==> src/mebs_pkg.sv <==
`timescale 1ns / 1ps
// Shared constants, types and saturation helper for the motion estimator.
package mebs_pkg;

  localparam int POSITION_BITS = 32;
  localparam int NUM_AXES      = 3;
  localparam int DATA_W        = 48;
  localparam int MUL_A_W       = 33;
  localparam int MUL_B_W       = 35;
  localparam int PROD_W        = MUL_A_W + MUL_B_W;
  localparam int ACC_W         = 88;
  localparam int XS_W          = DATA_W + 3;
  localparam int SPLIT         = 17;
  localparam int COEF_FRAC     = 30;
  localparam int SQ_W          = 64;
  localparam int MAG_LOW_W     = 32;
  localparam int STEP_W        = 4;

  localparam logic [2:0]  COUNT_MAX     = 3'd5;
  localparam logic [2:0]  VEL_COUNT     = 3'd3;
  localparam logic [2:0]  ACC_COUNT     = 3'd5;
  localparam logic [15:0] RATE_RESET    = 16'd1000;
  localparam logic [31:0] RATE_SQ_RESET = 32'd1000000;

  localparam logic [2:0] REG_SAMPLE_RATE = 3'd0;
  localparam logic [2:0] REG_LPF_B0      = 3'd1;
  localparam logic [2:0] REG_LPF_A1      = 3'd2;
  localparam logic [2:0] REG_LPF_A2      = 3'd3;
  localparam logic [2:0] REG_VEL_THR     = 3'd4;
  localparam logic [2:0] REG_ACC_THR     = 3'd5;

  localparam logic [STEP_W-1:0] STEP_MUL_VEL   = 4'd0;
  localparam logic [STEP_W-1:0] STEP_MUL_RAW   = 4'd1;
  localparam logic [STEP_W-1:0] STEP_MUL_A1_LO = 4'd2;
  localparam logic [STEP_W-1:0] STEP_MUL_A1_HI = 4'd3;
  localparam logic [STEP_W-1:0] STEP_MUL_A2_LO = 4'd4;
  localparam logic [STEP_W-1:0] STEP_MUL_A2_HI = 4'd5;
  localparam logic [STEP_W-1:0] STEP_MUL_B0_LO = 4'd6;
  localparam logic [STEP_W-1:0] STEP_MUL_B0_HI = 4'd7;
  localparam logic [STEP_W-1:0] STEP_MUL_VSQ   = 4'd8;
  localparam logic [STEP_W-1:0] STEP_FILT      = 4'd9;
  localparam logic [STEP_W-1:0] STEP_MUL_ASQ   = 4'd10;
  localparam logic [STEP_W-1:0] STEP_LAST      = 4'd11;

  typedef enum logic [1:0] {
    S_IDLE,
    S_RUN,
    S_MERGE
  } state_t;

  typedef struct packed {
    logic              start;
    logic              run;
    logic [STEP_W-1:0] step;
    logic              do_vel;
    logic              do_acc;
  } lane_ctrl_t;

  typedef struct packed {
    logic        [15:0] rate;
    logic        [31:0] rate_sq;
    logic signed [31:0] b0;
    logic signed [31:0] a1;
    logic signed [31:0] a2;
  } coef_t;

  typedef struct packed {
    logic [SQ_W-1:0] vsq;
    logic            vbig;
    logic [SQ_W-1:0] asq;
    logic            abig;
  } mag_t;

  function automatic logic signed [DATA_W-1:0] sat48(input logic signed [ACC_W-1:0] v);
    logic [ACC_W-DATA_W:0] top;
    logic signed [DATA_W-1:0] r;
    top = v[ACC_W-1:DATA_W-1];
    if ((&top) || !(|top)) begin
      r = v[DATA_W-1:0];
    end else if (v[ACC_W-1]) begin
      r = {1'b1, {(DATA_W-1){1'b0}}};
    end else begin
      r = {1'b0, {(DATA_W-1){1'b1}}};
    end
    return r;
  endfunction

endpackage

==> src/mebs_merge.sv <==
`timescale 1ns / 1ps
// Merge stage: combines lane magnitudes into the still flag and holds the result register.
module mebs_merge import mebs_pkg::*; (
  input  logic                     clk,
  input  logic                     rst,
  input  logic                     load,
  input  logic signed [DATA_W-1:0] lane_vel [NUM_AXES],
  input  logic signed [DATA_W-1:0] lane_acc [NUM_AXES],
  input  mag_t                     lane_mag [NUM_AXES],
  input  logic [SQ_W-1:0]          vel_thr_sq,
  input  logic [SQ_W-1:0]          acc_thr_sq,
  input  logic                     out_stall,
  output logic                     out_valid,
  output logic signed [DATA_W-1:0] vel_x,
  output logic signed [DATA_W-1:0] vel_y,
  output logic signed [DATA_W-1:0] vel_z,
  output logic signed [DATA_W-1:0] acc_x,
  output logic signed [DATA_W-1:0] acc_y,
  output logic signed [DATA_W-1:0] acc_z,
  output logic                     still
);

  logic [SQ_W+1:0] vsum, asum;
  logic            any_big;
  logic            still_next;

  always_comb begin
    vsum    = '0;
    asum    = '0;
    any_big = 1'b0;
    for (int i = 0; i < NUM_AXES; i++) begin
      vsum    = vsum + (SQ_W+2)'(lane_mag[i].vsq);
      asum    = asum + (SQ_W+2)'(lane_mag[i].asq);
      any_big = any_big | lane_mag[i].vbig | lane_mag[i].abig;
    end
    still_next = !any_big && (vsum < (SQ_W+2)'(vel_thr_sq))
               && (asum < (SQ_W+2)'(acc_thr_sq));
  end

  always_ff @(posedge clk) begin
    if (rst) begin
      out_valid <= 1'b0;
    end else if (load) begin
      out_valid <= 1'b1;
    end else if (!out_stall) begin
      out_valid <= 1'b0;
    end
  end

  always_ff @(posedge clk) begin
    if (load) begin
      vel_x <= lane_vel[0];
      vel_y <= lane_vel[1];
      vel_z <= lane_vel[2];
      acc_x <= lane_acc[0];
      acc_y <= lane_acc[1];
      acc_z <= lane_acc[2];
      still <= still_next;
    end
  end

endmodule

==> config.mk <==
export PLATFORM = sky130hd
export DESIGN_NAME = mebs_merge
export DESIGN_NICKNAME = d
export VERILOG_FILES = /design/src/mebs_pkg.sv /design/src/mebs_merge.sv
export SDC_FILE = /design/constraint.sdc
export NUM_CORES = 1
export LEC_CHECK = 0
export ABC_AREA = 0
export BUFFER_PORTS_ARGS = -buffer_cell sky130_fd_sc_hd__buf_2
export CAP_MARGIN = 40
export CORE_AREA = 2 2 425 427
export CTS_CLUSTER_DIAMETER = 60
export DETAILED_ROUTE_END_ITERATION = 8
export DIE_AREA = 0 0 427 429
export SLEW_MARGIN = 20
export SYNTH_ARGS = -nofsm -noshare
export SYNTH_HDL_FRONTEND = slang
export SYNTH_SLANG_ARGS = --single-unit
==> constraint.sdc <==
create_clock -name clk -period 6.5 [get_ports clk]
set_input_delay 1.3 -clock clk [delete_from_list [all_inputs] [get_ports clk]]
set_output_delay 1.3 -clock clk [all_outputs]
set_load 0.005 [all_outputs]
Word level (Yosys, flattened, before mapping)
Cells that the tools add are included.
- reduce and logical (&&, ||, !) cells: 3
- multiplexer cells: 2
- equality and inequality tests: 1
- add/subtract/negate cells: 4
- bitwise operators: 5
- magnitude comparators: 2
- operators by type and width (operator ; count):
    $add A65 B64 Y66 ; 2
    $lt A66 B64 Y1 ; 2
    $add A64 B64 Y65 ; 2
    $or A1 B1 Y1 ; 5
    $logic_and A1 B1 Y1 ; 2
    $mux W1 ; 2
    $ne A2 B2 Y1 const B ; 1
    $logic_not A1 Y1 ; 1
- logic and storage cells: 25
- flip-flop bits (word level): 290
- output and inout port bits: 290

Longest topological paths before layout
- depth in word-level cells: 8
- mapped depth: 26

Worst setup path before layout
Ideal clock, no wire load.
- path kind: input-to-reg
- start: input lane_mag[2] in the netlist's numbering
- end: register still, data pin
- path slack: -0.039 ns
- stages on the path: 23
- path buffers: 0
- library setup time: 0.167 ns
- data required time: 6.333 ns
- arrival time: 6.371 ns
- cells stage by stage: fa_1 > ha_1 > fa_1 > a211oi_1 > o21ai_0 > a31oi_1 > o211ai_1 > a21o_1 > a21oi_1 > o21ai_1 > a31oi_1 > o21ai_1 > xor2_1 > ha_1 > or4_1 > nor2_1 > nand4_1 > or4_1 > nor3_1 > nand4b_1 > nor3_1 > o2111ai_1 > a211oi_1
- cells in the longest elaborated chain, start to end: 3
- RTL lines (element ; RTL line ; source):
    start, declared ; mebs_merge.sv:9 ; input mag_t lane_mag [NUM_AXES],
    $add A65 B64 Y66 ; mebs_merge.sv:33 ; asum = asum + (SQ_W+2)'(lane_mag[i].asq);
    $lt A66 B64 Y1 ; mebs_merge.sv:37 ; && (asum < (SQ_W+2)'(acc_thr_sq));
    $logic_and A1 B1 Y1 ; mebs_merge.sv:37 ;
    via still_next ; mebs_merge.sv:25 ; logic still_next;
    end signal, assigned ; mebs_merge.sv:58 ; still <= still_next;
    end, declared ; mebs_merge.sv:20 ; output logic still
The timed path passes the listed nets, and every way through them passes these cells.
A chain may end at the register's enable or synchronous reset.

Final worst setup path
- start: input lane_mag[66] in the netlist's numbering
- end: register still, data pin
- cells in the longest elaborated chain, start to end: 4
- RTL lines (element ; RTL line ; source):
    $add A65 B64 Y66 ; mebs_merge.sv:32 ; vsum = vsum + (SQ_W+2)'(lane_mag[i].vsq);
    $lt A66 B64 Y1 ; mebs_merge.sv:36 ; still_next = !any_big && (vsum < (SQ_W+2)'(vel_thr_sq))
    $logic_and A1 B1 Y1 ; mebs_merge.sv:36 ;
    $logic_and A1 B1 Y1 ; mebs_merge.sv:37 ;
    via still_next ; mebs_merge.sv:25 ;
The timed path passes the listed nets, and every way through them passes these cells.

==> out/qor.csv <==
metric,value,unit
die_area,183000,um^2
hold_viol_final,0,
p_sw,3.51,mW
io_pins,1100,
netlist_instances,1968,
power,9.11,mW
synth_area,22000,um^2
die_h,429,um
insertion_delay,0.60,ns
synth_simple_gate_area_frac,0.0883,
antenna_found_initial,121,
synth_area_per_cell,11.2,um^2
met2_usage,0.262,
place_congestion,0.982,
multi_input_area,12700,um^2
synth_compound_area_frac,0.171,
htreeDepth,2,
end_kind,flip-flop,
max-vdd-ir-drop,0.000197,V
synth_top_family_by_area,adder cells,
seq_area_frac_synth,0.394,
syn_nets,3160,
numPortBuffers,1099,
drt_iter0_markers,1519,
clock_skew,0,ns
holdBufCountCts,0,
top_usage_layer,met2,
place_area,32900,um^2
dpl.hpwl,133000,um
final_nets,4594,
seq_power_share,0.250,
design_area,34600,um^2
drt-wirelength-per-cell,25.4,um
cts_buffers,41,
synth_common_cells,"edfxtp_1 (289), ha_1 (252), a21oi_1 (169)",
cts_tree,built,
vias_per_cell,3.86,
synth_most_common_cell,edfxtp_1,
slowest_delay,0.55,ns
rsz0062_at_grt,yes,
start_util,0.124,
max_freq,157,MHz
setup_viol,0,
grtUsageTotal,0.155,
synth_edf_count,289,
final_max_slew_viol_count,0,
synth_xor_area_frac,0.0477,
path_max_fanout,2,
grt_first_pass_wirelength,192000,um
cts_buffer_depth,3,
p_comb_frac,0.497,
cts-root-buf,clkbuf_16,
slew_headroom,0.421,
slowest_stage,or4_4,
p_int,5.60,mW
ys.warnings.count,0,
power_density,263,nW/um^2
wirelength,148000,um
switching_share,0.385,
clock-sinks,290,
synth-seq-cells,290,
start_kind,input port,
grt_use_met1,0.183,
clk_transition_reported_paths,0.06,ns
core_area,178000,um^2
critPathKind,in2reg,
die_x,427,um
ys_types,68,
regArea,8700,um^2
crit_top_cell,buf_4,
vias,22500,
overflow,0,
drc_errors,0,
syn_to_final_growth,57.1,%
ys_top_cells_by_area,"edfxtp_1 (39%), ha_1 (14%), fa_1 (12%)",
tightest_slew,0.859,ns
drv_cap,0,
gr-usage-met3,0.0479,
required,6.81,ns
leakage,16.2,nW
synthFlopType,edfxtp_1,
first_pass_iters,5,
drive_gt1_frac,0.455,
ant_nets,0,
min_path_type,reg2reg,
rows,155,
synthArstFlopShare,0,
crit_arrival,6.68,ns
synth_top_area_frac,0.394,
status,finished clean,
synthMuxAreaShare,0,
fillCellCount,19800,
synth_fa_ha_area_frac,0.261,
post-route-min-period,6.37,ns
final.period_utilization,0.979,
power.share.clock,0.253,
grt_pass1_vias,22700,
yosysTopAreaCell,edfxtp_1,
grt_start_max_net_pins,125,
[power groups by stage]
stage | sequential, mW | combinational [mW] | clock [mW]
after floorplan | 2.32 | 2.22 | 0
after global placement | 2.31 | 4.40 | 0
after detailed placement | 2.31 | 4.46 | 0
after CTS | 2.28 | 4.51 | 2.39
after global routing | 2.29 | 4.98 | 2.43
final | 2.28 | 4.53 | 2.31
[routing by layer]
layer,wire length [um],up-vias
met1,58000,11000
met2,71400,994
li1,-,10200
met4,5660,26
met3,13100,257
met5,142,-
[flip-flops by register name, summed over array words and instances (netlist names)]
name       cells
acc_x         48
acc_y         48
acc_z         48
vel_x         48
vel_y         48
vel_z         48
out_valid      1
still          1
[timing repair]
| action | 4_1_cts | 5_1_grt |
|---|---|---|
| pin swaps | 5 | 28 |
| gates resized for setup | 9 | 32 |
| setup buffers | 3 | 8 |
| endpoints found under the hold margin | 0 | 0 |
| endpoints found under the setup margin | 1 | 1 |
[stage by stage]
stage,util,std cells,setup TNS (ns),worst slack [ns],hold WS (ns)
after floorplan,-,1968,0,0.00661,0.475
after global placement,0.185,5701,-0.912,-0.912,0.468
after detailed placement,0.185,5704,-0.826,-0.826,0.478
after CTS,0.193,5782,0,0.00174,0.493
after global routing,0.194,5815,-0.0333,-0.0333,0.553
final,0.195,5830,0,0.134,0.511
[path summary, 6_finish.rpt]
path	cells past startpoint	to	from	slack, ns
max reg2reg	2	out_valid	out_valid	5.91
min	2	out_valid	out_valid	0.51
max	29	still	lane_mag[66]	0.13
min reg2reg	2	out_valid	out_valid	0.51
[critical path, delay by kind of cell]
kind	cells	cell delay, ns
buf+inv	6	0.70
simple gates	7	1.41
fa+ha+maj	4	1.06
compound gates	11	2.13
xor+xnor	1	0.09
[cells in the final DEF (no fill, tap or decap), types with 14 or more instances in the layout]
| cell | count |
|---|---|
| xnor2_1 | 78 |
| nor2_1 | 75 |
| o21a_1 | 22 |
| nand4_1 | 59 |
| ha_1 | 249 |
| a31oi_1 | 21 |
| buf_4 | 340 |
| xor2_1 | 41 |
| a21oi_1 | 166 |
| edfxtp_1 | 289 |
| clkbuf_16 | 41 |
| o21bai_1 | 26 |
| nand2b_1 | 14 |
| diode_2 | 41 |
| nor3_1 | 14 |
| nor2b_1 | 20 |
| buf_2 | 1101 |
| nand2_1 | 84 |
| and3_1 | 20 |
| o21ai_0 | 85 |
| inv_1 | 166 |
| fa_1 | 128 |
| a21o_1 | 134 |
| nand3_1 | 39 |
[layout make-up]
class | count | area share
timing repair buffer | 1447 | 0.236
clock buffer | 46 | 0.0302
inverter | 166 | 0.0180
multi-input combinational | 1456 | 0.367
tap | 2355 | 0.0851
sequential | 290 | 0.251
antenna | 41 | 0.00296
clock inverter | 29 | 0.00972
[cells by family after synthesis]
| family | count (synthesis) |
|---|---|
| xor+xnor | 120 |
| buf+inv | 222 |
| flops | 290 |
| simple gates | 378 |
| fa+ha+maj | 382 |
| compound gates | 576 |
No activity file was read; power rests on OpenSTA's default activity.
